File: config.mk
export PLATFORM = sky130hd
export DESIGN_NAME = hbd_ctrl
export DESIGN_NICKNAME = d
export VERILOG_FILES = /design/src/design/hbd_pkg.sv /design/src/design/hbd_ctrl.sv
export SDC_FILE = /design/constraint.sdc
export NUM_CORES = 1
export LEC_CHECK = 0
export ABC_CLOCK_PERIOD_IN_PS = 2700
export BUFFER_PORTS_ARGS = -buffer_cell sky130_fd_sc_hd__buf_2
export CAP_MARGIN = 20
export CORE_AREA = 2 2 39 41
export CTS_CLUSTER_DIAMETER = 40
export CTS_CLUSTER_SIZE = 24
export DETAILED_ROUTE_END_ITERATION = 6
export DIE_AREA = 0 0 41 43
export GPL_TIMING_DRIVEN = 0
export PLACE_DENSITY = 0.33
export RECOVER_POWER = 25
export SYNTH_ARGS = -nofsm -noshare
export SYNTH_HDL_FRONTEND = slang
export SYNTH_SLANG_ARGS = --single-unit
File: constraint.sdc
create_clock -name clk -period 2.7 [get_ports clk]
set_input_delay 0.54 -clock clk [delete_from_list [all_inputs] [get_ports clk]]
set_output_delay 0.54 -clock clk [all_outputs]
set_load 0.1 [all_outputs]
File: src/design/hbd_pkg.sv
// Shared types and constants for the Huffman tree-walk decoder.
// Used by hbd_ctrl, hbd_datapath and huffman_bit_decoder; no dependencies.
package hbd_pkg;

  localparam int NODE_COUNT = 512;
  localparam int NODE_AW    = $clog2(NODE_COUNT);
  localparam int IDX_W      = 9;
  localparam int SYM_W      = 8;
  localparam int LEN_W      = 31;
  localparam int ENTRY_W    = SYM_W + 2 * (IDX_W + 1);
  localparam int BYTE_BITS  = 8;
  localparam int CNT_W      = 4;

  localparam logic [1:0] REQ_LOAD   = 2'd0;
  localparam logic [1:0] REQ_DECODE = 2'd1;
  localparam logic [1:0] REQ_FLUSH  = 2'd2;

  localparam logic [1:0] CFG_ROOT_INDEX    = 2'd0;
  localparam logic [1:0] CFG_OUTPUT_LENGTH = 2'd1;

  typedef enum logic [1:0] {
    ST_IDLE,
    ST_WALK,
    ST_DRAIN
  } state_t;

  typedef struct packed {
    logic accept;  // input transaction taken this cycle
    logic step;    // one tree step on the node read last cycle
    logic drain;   // push the held symbol as the item's last result
  } cmd_t;

  typedef struct packed {
    logic start_walk;   // accepted item produces a walk
    logic stall;        // step must emit but output path is full
    logic walk_end;     // this step finishes the item
    logic pend_valid;   // a symbol is held back
    logic out_free;     // output register can take a symbol
    logic stream_done;  // output_length symbols emitted
  } status_t;

endpackage

File: src/design/hbd_ctrl.sv
// Controller state machine of the Huffman tree-walk decoder.
// Depends on hbd_pkg; drives hbd_datapath through cmd_t, reads status_t.
module hbd_ctrl import hbd_pkg::*; (
  input  logic    clk,
  input  logic    rst,
  input  logic    in_valid,
  output logic    in_ready,
  input  logic    cfg_valid,
  output logic    cfg_ready,
  input  status_t status,
  output cmd_t    cmd
);

  state_t state, state_next;

  always_ff @(posedge clk) begin
    if (rst) begin
      state <= ST_IDLE;
    end else begin
      state <= state_next;
    end
  end

  always_comb begin
    state_next = state;
    cmd        = '0;
    in_ready   = 1'b0;
    cfg_ready  = 1'b0;
    case (state)
      ST_IDLE: begin
        cfg_ready  = 1'b1;
        // give configuration priority so the two never meet in one cycle
        in_ready   = !cfg_valid;
        cmd.accept = in_valid && !cfg_valid;
        if (cmd.accept && status.start_walk) begin
          state_next = ST_WALK;
        end
      end
      ST_WALK: begin
        cmd.step = 1'b1;
        if (!status.stall && status.walk_end) begin
          state_next = ST_DRAIN;
        end
      end
      ST_DRAIN: begin
        cmd.drain = 1'b1;
        if (!status.pend_valid || status.out_free) begin
          state_next = ST_IDLE;
        end
      end
      default: begin
        state_next = ST_IDLE;
      end
    endcase
  end

endmodule

==> results of run 1 <==
## area by class of cell
cell class / count / area (um^2)
Clock buffer: 3 / 22.5
Fill cell: 164 / 1130
Multi-Input combinational cell: 11 / 96.3
Sequential cell: 2 / 40.0
Tap cell: 16 / 20.0
Timing Repair Buffer: 13 / 65.1
Inverter: 2 / 7.51
## worst paths after layout
check                 start        to
setup / recovery  cfg_valid    cmd[2]
hold / removal          rst  state[1]
setup reg to reg   state[1]  state[0]
hold reg to reg    state[0]  state[1]
## per-stage QoR
step	utilization [%]	std cells
after global routing	18.2	47
after floorplan	-	15
after CTS	18.2	47
final	18.2	47
after detailed placement	16.5	44
after global placement	16.5	44
## logic make-up (layout without fill, tap and decap cells)
group | Yosys count | after routing | share of synthesized area (%)
buf+inv | 2 | 18 | 5.41
compound gates | 2 | 2 | 15.3
simple gates | 9 | 9 | 50.4
flops | 2 | 2 | 28.8
## cell usage in the layout (no fill, tap or decap)
cell type / count
nand4bb_1: 2
nor2b_1: 2
or4b_4: 1
dfxtp_1: 2
a21oi_1: 1
inv_1: 2
nand2b_1: 2
o32ai_2: 1
clkbuf_4: 3
buf_2: 13
nor2_1: 1
nor3_2: 1
## power by group
group / switching, mW / internal [mW] / total (mW)
logic: 0.0360 / 0.0117 / 0.0478
clock network: 0.0142 / 0.0488 / 0.0631
registers: 0.00172 / 0.0308 / 0.0325
## per-layer routing
layer,routed length (um),up-vias,track usage (%),part of all wire (%)
li1,-,88,-,-
met1,215,69,7.32,48
met2,149,14,7.81,34
met3,79,0,3.66,18
met4,0,0,4.00,0
met5,0,-,0,0
==> results.sh, run 1 <==
export IMPL_status="complete, no violations"
export IMPL_die_x_um=41
export IMPL_wl_per_cell_um=9.45
export IMPL_h_tree_depth=1
export IMPL_synth_cells=15
export IMPL_vdd_drop_max_v=0.000146
export IMPL_cts_buffer_depth=2
export IMPL_worst_pin_slew_ns=0.487
export IMPL_hold_ws_ns=0.519
export IMPL_crit_chain="buf_2, or4b_4, inv_1, buf_2"
export IMPL_drt_iter0_drc=4
export IMPL_synth_avg_cell_area_um2=9.26
export IMPL_synth_seq_cells=2
export IMPL_yosys_warnings=0
export IMPL_crit_buf_inv=3
export IMPL_drv_slew=0
export IMPL_power_total_mw=0.143
export IMPL_num_io_pins=15
export IMPL_largest_register_ffs=2
export IMPL_post_cts_buffers=0
export IMPL_setup_viol_count_final=0
export IMPL_r2r_slack_ns=1.58
export IMPL_synth_top_flop_cell="dfxtp_1"
export IMPL_fin_crit_sh_pct=80.1
export IMPL_clk_pin_slew_ns=0.03
export IMPL_cts_inserted_buffers=3
export IMPL_hold_violations=0
export IMPL_core_rowCount=14
export IMPL_drt_wl_total_um=444
export IMPL_fin_area_um2=251
export IMPL_synth_top_area_cell="dfxtp_1"
export IMPL_synth_common_cells="dfxtp_1 (2), inv_1 (2), nand2b_1 (2), nand4bb_1 (2), nor2b_1 (2)"
export IMPL_clk_root_buffer_cell="clkbuf_4"
export IMPL_reg2regPathDepth=2
export IMPL_grt_setup_unrepaired="false"
export IMPL_final_setup_worst_slack_ns=0.538
export IMPL_ys_seq_area_share_pct=28.8
export IMPL_grt_pass1_vias=181
export IMPL_grt_pass1_wl_um=696
export IMPL_reg_top3="state (2)"
export IMPL_p_per_area_nw_per_um2=570
export IMPL_drc=0
export IMPL_yosysTopAreaCellShare_pct=28.8
export IMPL_antenna_found_initial=0
export IMPL_hp_class="primary input to flip-flop"
export IMPL_grt_max_degree=8
export IMPL_fmaxAchievable_ghz=0.463
export IMPL_fin_skew_ns=0.00280
export IMPL_grtUsageTotal_pct=6.11
export IMPL_hold_depth=2
export IMPL_crit_path_max_incr_delay_ns=0.49
export IMPL_die_y_um=43
export IMPL_cp_start_kind="primary input"
export IMPL_crit_family="buffers and inverters"
export IMPL_fp_dieArea_um2=1760
export IMPL_max_cap_viol_count=0
export IMPL_netlist_area_um2=139
export IMPL_num_vias=171
export IMPL_port_buffers=13
export IMPL_cts_tree="built"
export IMPL_postCtsHoldBufs=0
export IMPL_ys_types=10
export IMPL_slowest_stage="or4b_4"
export IMPL_antenna_left=0
export IMPL_drive_gt1_share_pct=61.3
export IMPL_min_period_ns=2.16
export IMPL_cp_common_cell="buf_2"
export IMPL_regMostFlops="state"
export IMPL_leakagePower_nw=0.127
export IMPL_synth_edf_count=0
export IMPL_grt_overflow_total=0
export IMPL_cp_end_kind="output port"
export IMPL_worstSetupPathType="primary input to output port"
export IMPL_dp_hpwl_um=377
export IMPL_nets=43
export IMPL_diodes=0
export IMPL_clock_sinks=2
export IMPL_core_area_um2=1380
export IMPL_gp_congestion=0.544
export IMPL_clk_latency_ns=0.22
export IMPL_ys_top_cells_by_area="dfxtp_1 (29%), nand4bb_1 (16%), o32ai_2 (12%)"
export IMPL_cp_arrival_ns=1.62
export IMPL_viasPerCell=3.64
export IMPL_critical_path_cell_count=4
export IMPL_drt_first_pass_iters=3
export IMPL_synthArstFlopShare_pct=0
export IMPL_post_cts_resized=0
export IMPL_dpl_instance_area_um2=229
export IMPL_synth_nets=25
export IMPL_tns_ns=0
export IMPL_syn2layout_area_growth_pct=81.1
export IMPL_initial_utilization_pct=10.0
export IMPL_slew_headroom_pct=67.7
export IMPL_place_ws_ns=0.532
export IMPL_cp_data_required_time_ns=2.16
export IMPL_critPathMaxFanout=2
Power figures use the tool's default switching activity.
==> inputs of run 2 (changes only) <==
ABC_CLOCK_PERIOD_IN_PS = 2150   (was 2700)
clock period = 2.15 ns   (was 2.7 ns; I/O delays follow)
==> results.sh, run 2 (synthesized netlist as in run 1, its figures left out) <==
export IMPL_switching_share_pct=37.6
export IMPL_grt_max_degree=8
export IMPL_crit_chain="or4b_4, inv_1, buf_2"
export IMPL_drc=0
export IMPL_critical_path_cell_count=3
export IMPL_drt_first_pass_iters=2
export IMPL_final_common_cell="buf_2"
export IMPL_port_buffers=13
export IMPL_seqPwrFrac_pct=22.3
export IMPL_slew_headroom_pct=67.6
export IMPL_num_io_pins=15
export IMPL_clk_latency_ns=0.23
export IMPL_grt_pass1_wl_um=710
export IMPL_setup_viol_count_final=0
export IMPL_regMostFlops="state"
export IMPL_p_clk_share_pct=45.6
export IMPL_syn2layout_area_growth_pct=82.9
export IMPL_clk_pin_slew_ns=0.03
export IMPL_vdd_drop_max_v=0.000148
export IMPL_dpl_instance_area_um2=231
export IMPL_drive_gt1_share_pct=64.5
export IMPL_slowest_stage="or4b_4"
export IMPL_antenna_found_initial=0
export IMPL_grtUsageTotal_pct=6.61
export IMPL_clock_sinks=2
export IMPL_initial_utilization_pct=10.0
export IMPL_crit_path_max_incr_delay_ns=0.55
export IMPL_core_rowCount=14
export IMPL_cp_start_kind="flip-flop"
export IMPL_num_vias=169
export IMPL_worstSetupPathType="flip-flop to output port"
export IMPL_gp_congestion=0.661
export IMPL_placedCellCount=44
export IMPL_grt_setup_unrepaired="false"
export IMPL_reg_top3="state (2)"
export IMPL_die_x_um=41
export IMPL_die_y_um=43
export IMPL_antenna_left=0
export IMPL_drt_iter0_drc=2
export IMPL_h_tree_depth=1
export IMPL_fin_skew_ns=0.00259
export IMPL_grt_pass1_vias=200
export IMPL_stdcell_count=47
export IMPL_cts_buffer_depth=2
export IMPL_p_per_area_nw_per_um2=726
export IMPL_dp_hpwl_um=345
export IMPL_leakagePower_nw=0.127
export IMPL_p_switching_mw=0.0694
export IMPL_largest_register_ffs=2
export IMPL_post_cts_resized=0
export IMPL_post_cts_buffers=0
export IMPL_max_cap_viol_count=0
export IMPL_layout_common_cells="buf_2 (13), clkbuf_4 (3)"
export IMPL_critPathMaxFanout=7
export IMPL_r2r_start="state[0]"
export IMPL_status="complete, no violations"
export IMPL_postCtsHoldBufs=0
export IMPL_cp_data_required_time_ns=1.72
export IMPL_power_internal_mw=0.115
export IMPL_worst_pin_slew_ns=0.489
export IMPL_fin_crit_sh_pct=95.7
export IMPL_grt_overflow_total=0
export IMPL_core_area_um2=1380
export IMPL_combPwrFrac_pct=32.2
export IMPL_cp_end_kind="output port"
export IMPL_wl_per_cell_um=8.60
export IMPL_fin_area_um2=254
export IMPL_drv_slew=0
export IMPL_hp_class="primary input to flip-flop"
export IMPL_tns_ns=0
export IMPL_diodes=0
export IMPL_cts_tree="built"
export IMPL_cp_arrival_ns=1.63
export IMPL_fin_util_pct=18.4
export IMPL_holdCritStartpoint="rst"
export IMPL_crit_buf_inv=2
export IMPL_nets=43
export IMPL_startpoint="state[0]"
export IMPL_hold_ws_ns=0.401
export IMPL_crit_family="simple AND/OR/NAND/NOR gates"
export IMPL_cts_inserted_buffers=3
export IMPL_drt_wl_total_um=404
export IMPL_hold_depth=2
export IMPL_fp_dieArea_um2=1760
export IMPL_reg2regPathDepth=2
export IMPL_viasPerCell=3.60
export IMPL_fmaxAchievable_ghz=0.486
export IMPL_clk_root_buffer_cell="clkbuf_4"
export IMPL_hold_violations=0
export IMPL_min_period_ns=2.06
run 2: worst paths after layout:
path | end | slack, ns
max reg2reg | state[0] | 1.05
max | cmd[2] | 0.09
min | state[1] | 0.40
min reg2reg | state[1] | 0.59
run 2: layout make-up:
| class | count | area (um^2) |
|---|---|---|
| clock buffers | 3 | 22.5 |
| inverters | 2 | 7.51 |
| multi-input cells | 11 | 98.8 |
| fillers | 160 | 1130 |
| flip-flops and latches | 2 | 40.0 |
| repair buffers | 13 | 65.1 |
| well taps | 16 | 20.0 |
run 2: worst register-to-register path, cell delays in order (launching register included):
cell	delay (ns)
dfxtp_1	0.37
or4b_4	0.55
o32ai_2	0.09
run 2: power groups by stage:
stage          logic, mW  registers, mW  clock network [mW]
2_1_floorplan     0.0462         0.0409                   0
3_3_place_gp      0.0594         0.0414                   0
3_5_place_dp      0.0599         0.0416                   0
4_1_cts           0.0599         0.0411              0.0890
5_1_grt           0.0620         0.0414              0.0973
6_report          0.0593         0.0411              0.0840
run 2: stage by stage:
stage | power, mW | setup WS [ns]
2_1_floorplan | 0.0871 | 0.105
3_3_place_gp | 0.101 | 0.212
3_5_place_dp | 0.101 | 0.210
4_1_cts | 0.190 | 0.0746
5_1_grt | 0.201 | 0.0136
6_report | 0.184 | 0.0919
run 2: metal layers:
metal	vias to the layer above	share of wire [%]	global-route usage, %
li1	87	-	-
met1	79	30	4.47
met4	0	0	6.00
met5	-	0	0
met2	3	68	10.6
met3	0	2.2	4.71
==> inputs of run 3 (changes only) <==
SETUP_SLACK_MARGIN = 0.4   (was not set)
==> results.sh, run 3 (synthesized netlist as in run 1, its figures left out) <==
export IMPL_status="complete, no violations"
export IMPL_grt_max_degree=8
export IMPL_fp_dieArea_um2=1760
export IMPL_rr_endpoint="state[0]"
export IMPL_drc=0
export IMPL_grt_setup_unrepaired="true"
export IMPL_slew_headroom_pct=68.0
export IMPL_clock_sinks=2
export IMPL_holdPathEnd="state[1]"
export IMPL_hold_violations=0
export IMPL_worst_pin_slew_ns=0.484
export IMPL_drt_wl_total_um=457
export IMPL_grtUsageTotal_pct=6.31
export IMPL_cts_buffer_depth=2
export IMPL_clk_pin_slew_ns=0.03
export IMPL_hold_depth=2
export IMPL_core_rowCount=14
export IMPL_hp_class="primary input to flip-flop"
export IMPL_viasPerCell=3.69
export IMPL_reg2regPathDepth=3
export IMPL_reg_top3="state (2)"
export IMPL_num_io_pins=15
export IMPL_wl_per_cell_um=9.33
export IMPL_stdcell_count=49
export IMPL_hold_ws_ns=0.398
export IMPL_grt_pass1_vias=173
export IMPL_max_cap_viol_count=0
export IMPL_cp_end_kind="output port"
export IMPL_r2r_start="state[0]"
export IMPL_cp_start_kind="flip-flop"
export IMPL_vdd_drop_max_v=0.000204
export IMPL_drv_slew=0
export IMPL_crit_path_max_incr_delay_ns=0.33
export IMPL_die_x_um=41
export IMPL_core_area_um2=1380
export IMPL_cts_tree="built"
export IMPL_die_y_um=43
export IMPL_placedCellCount=44
export IMPL_crit_chain="clkbuf_1, nand2b_1, inv_1, clkbuf_4"
export IMPL_antenna_left=0
export IMPL_fin_util_pct=21.9
export IMPL_h_tree_depth=1
export IMPL_cp_arrival_ns=1.37
export IMPL_final_common_cell="buf_2"
export IMPL_drt_iter0_drc=2
export IMPL_gp_congestion=0.594
export IMPL_syn2layout_area_growth_pct=118
export IMPL_antenna_found_initial=0
export IMPL_regMostFlops="state"
export IMPL_grt_pass1_wl_um=662
export IMPL_clk_latency_ns=0.22
export IMPL_fin_crit_sh_pct=83.9
export IMPL_setup_viol_count_final=0
export IMPL_initial_utilization_pct=10.0
export IMPL_cp_data_required_time_ns=1.72
export IMPL_p_per_area_nw_per_um2=640
export IMPL_postCtsHoldBufs=0
export IMPL_port_buffers=13
export IMPL_r2r_slack_ns=0.96
export IMPL_clk_root_buffer_cell="clkbuf_4"
export IMPL_holdCritStartpoint="rst"
export IMPL_leakagePower_nw=0.133
export IMPL_tns_ns=0
export IMPL_min_period_ns=1.80
export IMPL_fin_area_um2=303
export IMPL_fmaxAchievable_ghz=0.554
export IMPL_dpl_instance_area_um2=238
export IMPL_layout_common_cells="buf_2 (9), clkbuf_4 (5), nand2b_1 (2), nand4bb_1 (2)"
export IMPL_fin_skew_ns=0.00180
export IMPL_cts_inserted_buffers=3
export IMPL_worstSetupPathType="flip-flop to output port"
export IMPL_critPathMaxFanout=6
export IMPL_largest_register_ffs=2
export IMPL_slowest_stage="dfxtp_4"
export IMPL_grt_overflow_total=0
export IMPL_fillers=154
export IMPL_drive_gt1_share_pct=75.8
export IMPL_drt_first_pass_iters=3
export IMPL_num_vias=181
export IMPL_nets=45
export IMPL_diodes=0
run 3: what timing repair did:
action	4_1_cts	5_1_grt
buffers inserted	2	0
endpoints found under the setup margin	2	3
resized for setup	8	2
pin swaps	1	0
run 3: worst max-delay path, delay by kind of cell (launching register included):
kind	cells	cell delay, ns
DFF	1	0.33
buffers and inverters	3	0.67
and+or+nand+nor	1	0.14
run 3: where the power goes:
| group | leakage, nW | switching (mW) | internal, mW |
|---|---|---|---|
| Sequential | 0.0175 | 0.00108 | 0.0381 |
| Clock | 0.0138 | 0.0213 | 0.0616 |
| Combinational | 0.102 | 0.0486 | 0.0229 |
| Total | 0.133 | 0.0710 | 0.123 |
run 3: through the flow:
step / total power, mW / setup slack [ns]
after floorplan: 0.0885 / 0.129
after global placement: 0.102 / 0.177
after detailed placement: 0.103 / 0.171
after CTS: 0.198 / 0.364
after global routing: 0.210 / 0.265
final: 0.194 / 0.346
run 3: layer usage:
layer  global-route usage, %  part of all wire [%]  up-vias
met3                    4.71                    13        0
li1                        -                     -       93
met1                    7.03                    49       74
met4                    6.00                     0        0
met5                       0                     0        -
met2                    7.19                    38       14
run 3: layout make-up:
type	count	area, um^2	area share (%)
clock buffers	3	22.5	7.44
inverters	2	11.3	3.72
multi-input cells	11	101	33.5
flip-flops and latches	2	45.0	14.9
well taps	16	20.0	6.61
repair buffers	15	103	33.9
run 3: how the worst max path moves through the flow:
stage	from	end	slack (ns)	depth (start not counted)
after floorplan	cfg_valid	in_ready	0.13	1
after global placement	cfg_valid	cmd[2]	0.18	4
after detailed placement	cfg_valid	cmd[2]	0.17	4
after CTS	state[0]	cmd[2]	0.36	3
after global routing	state[0]	cmd[1]	0.27	4
final	state[0]	cmd[1]	0.35	4
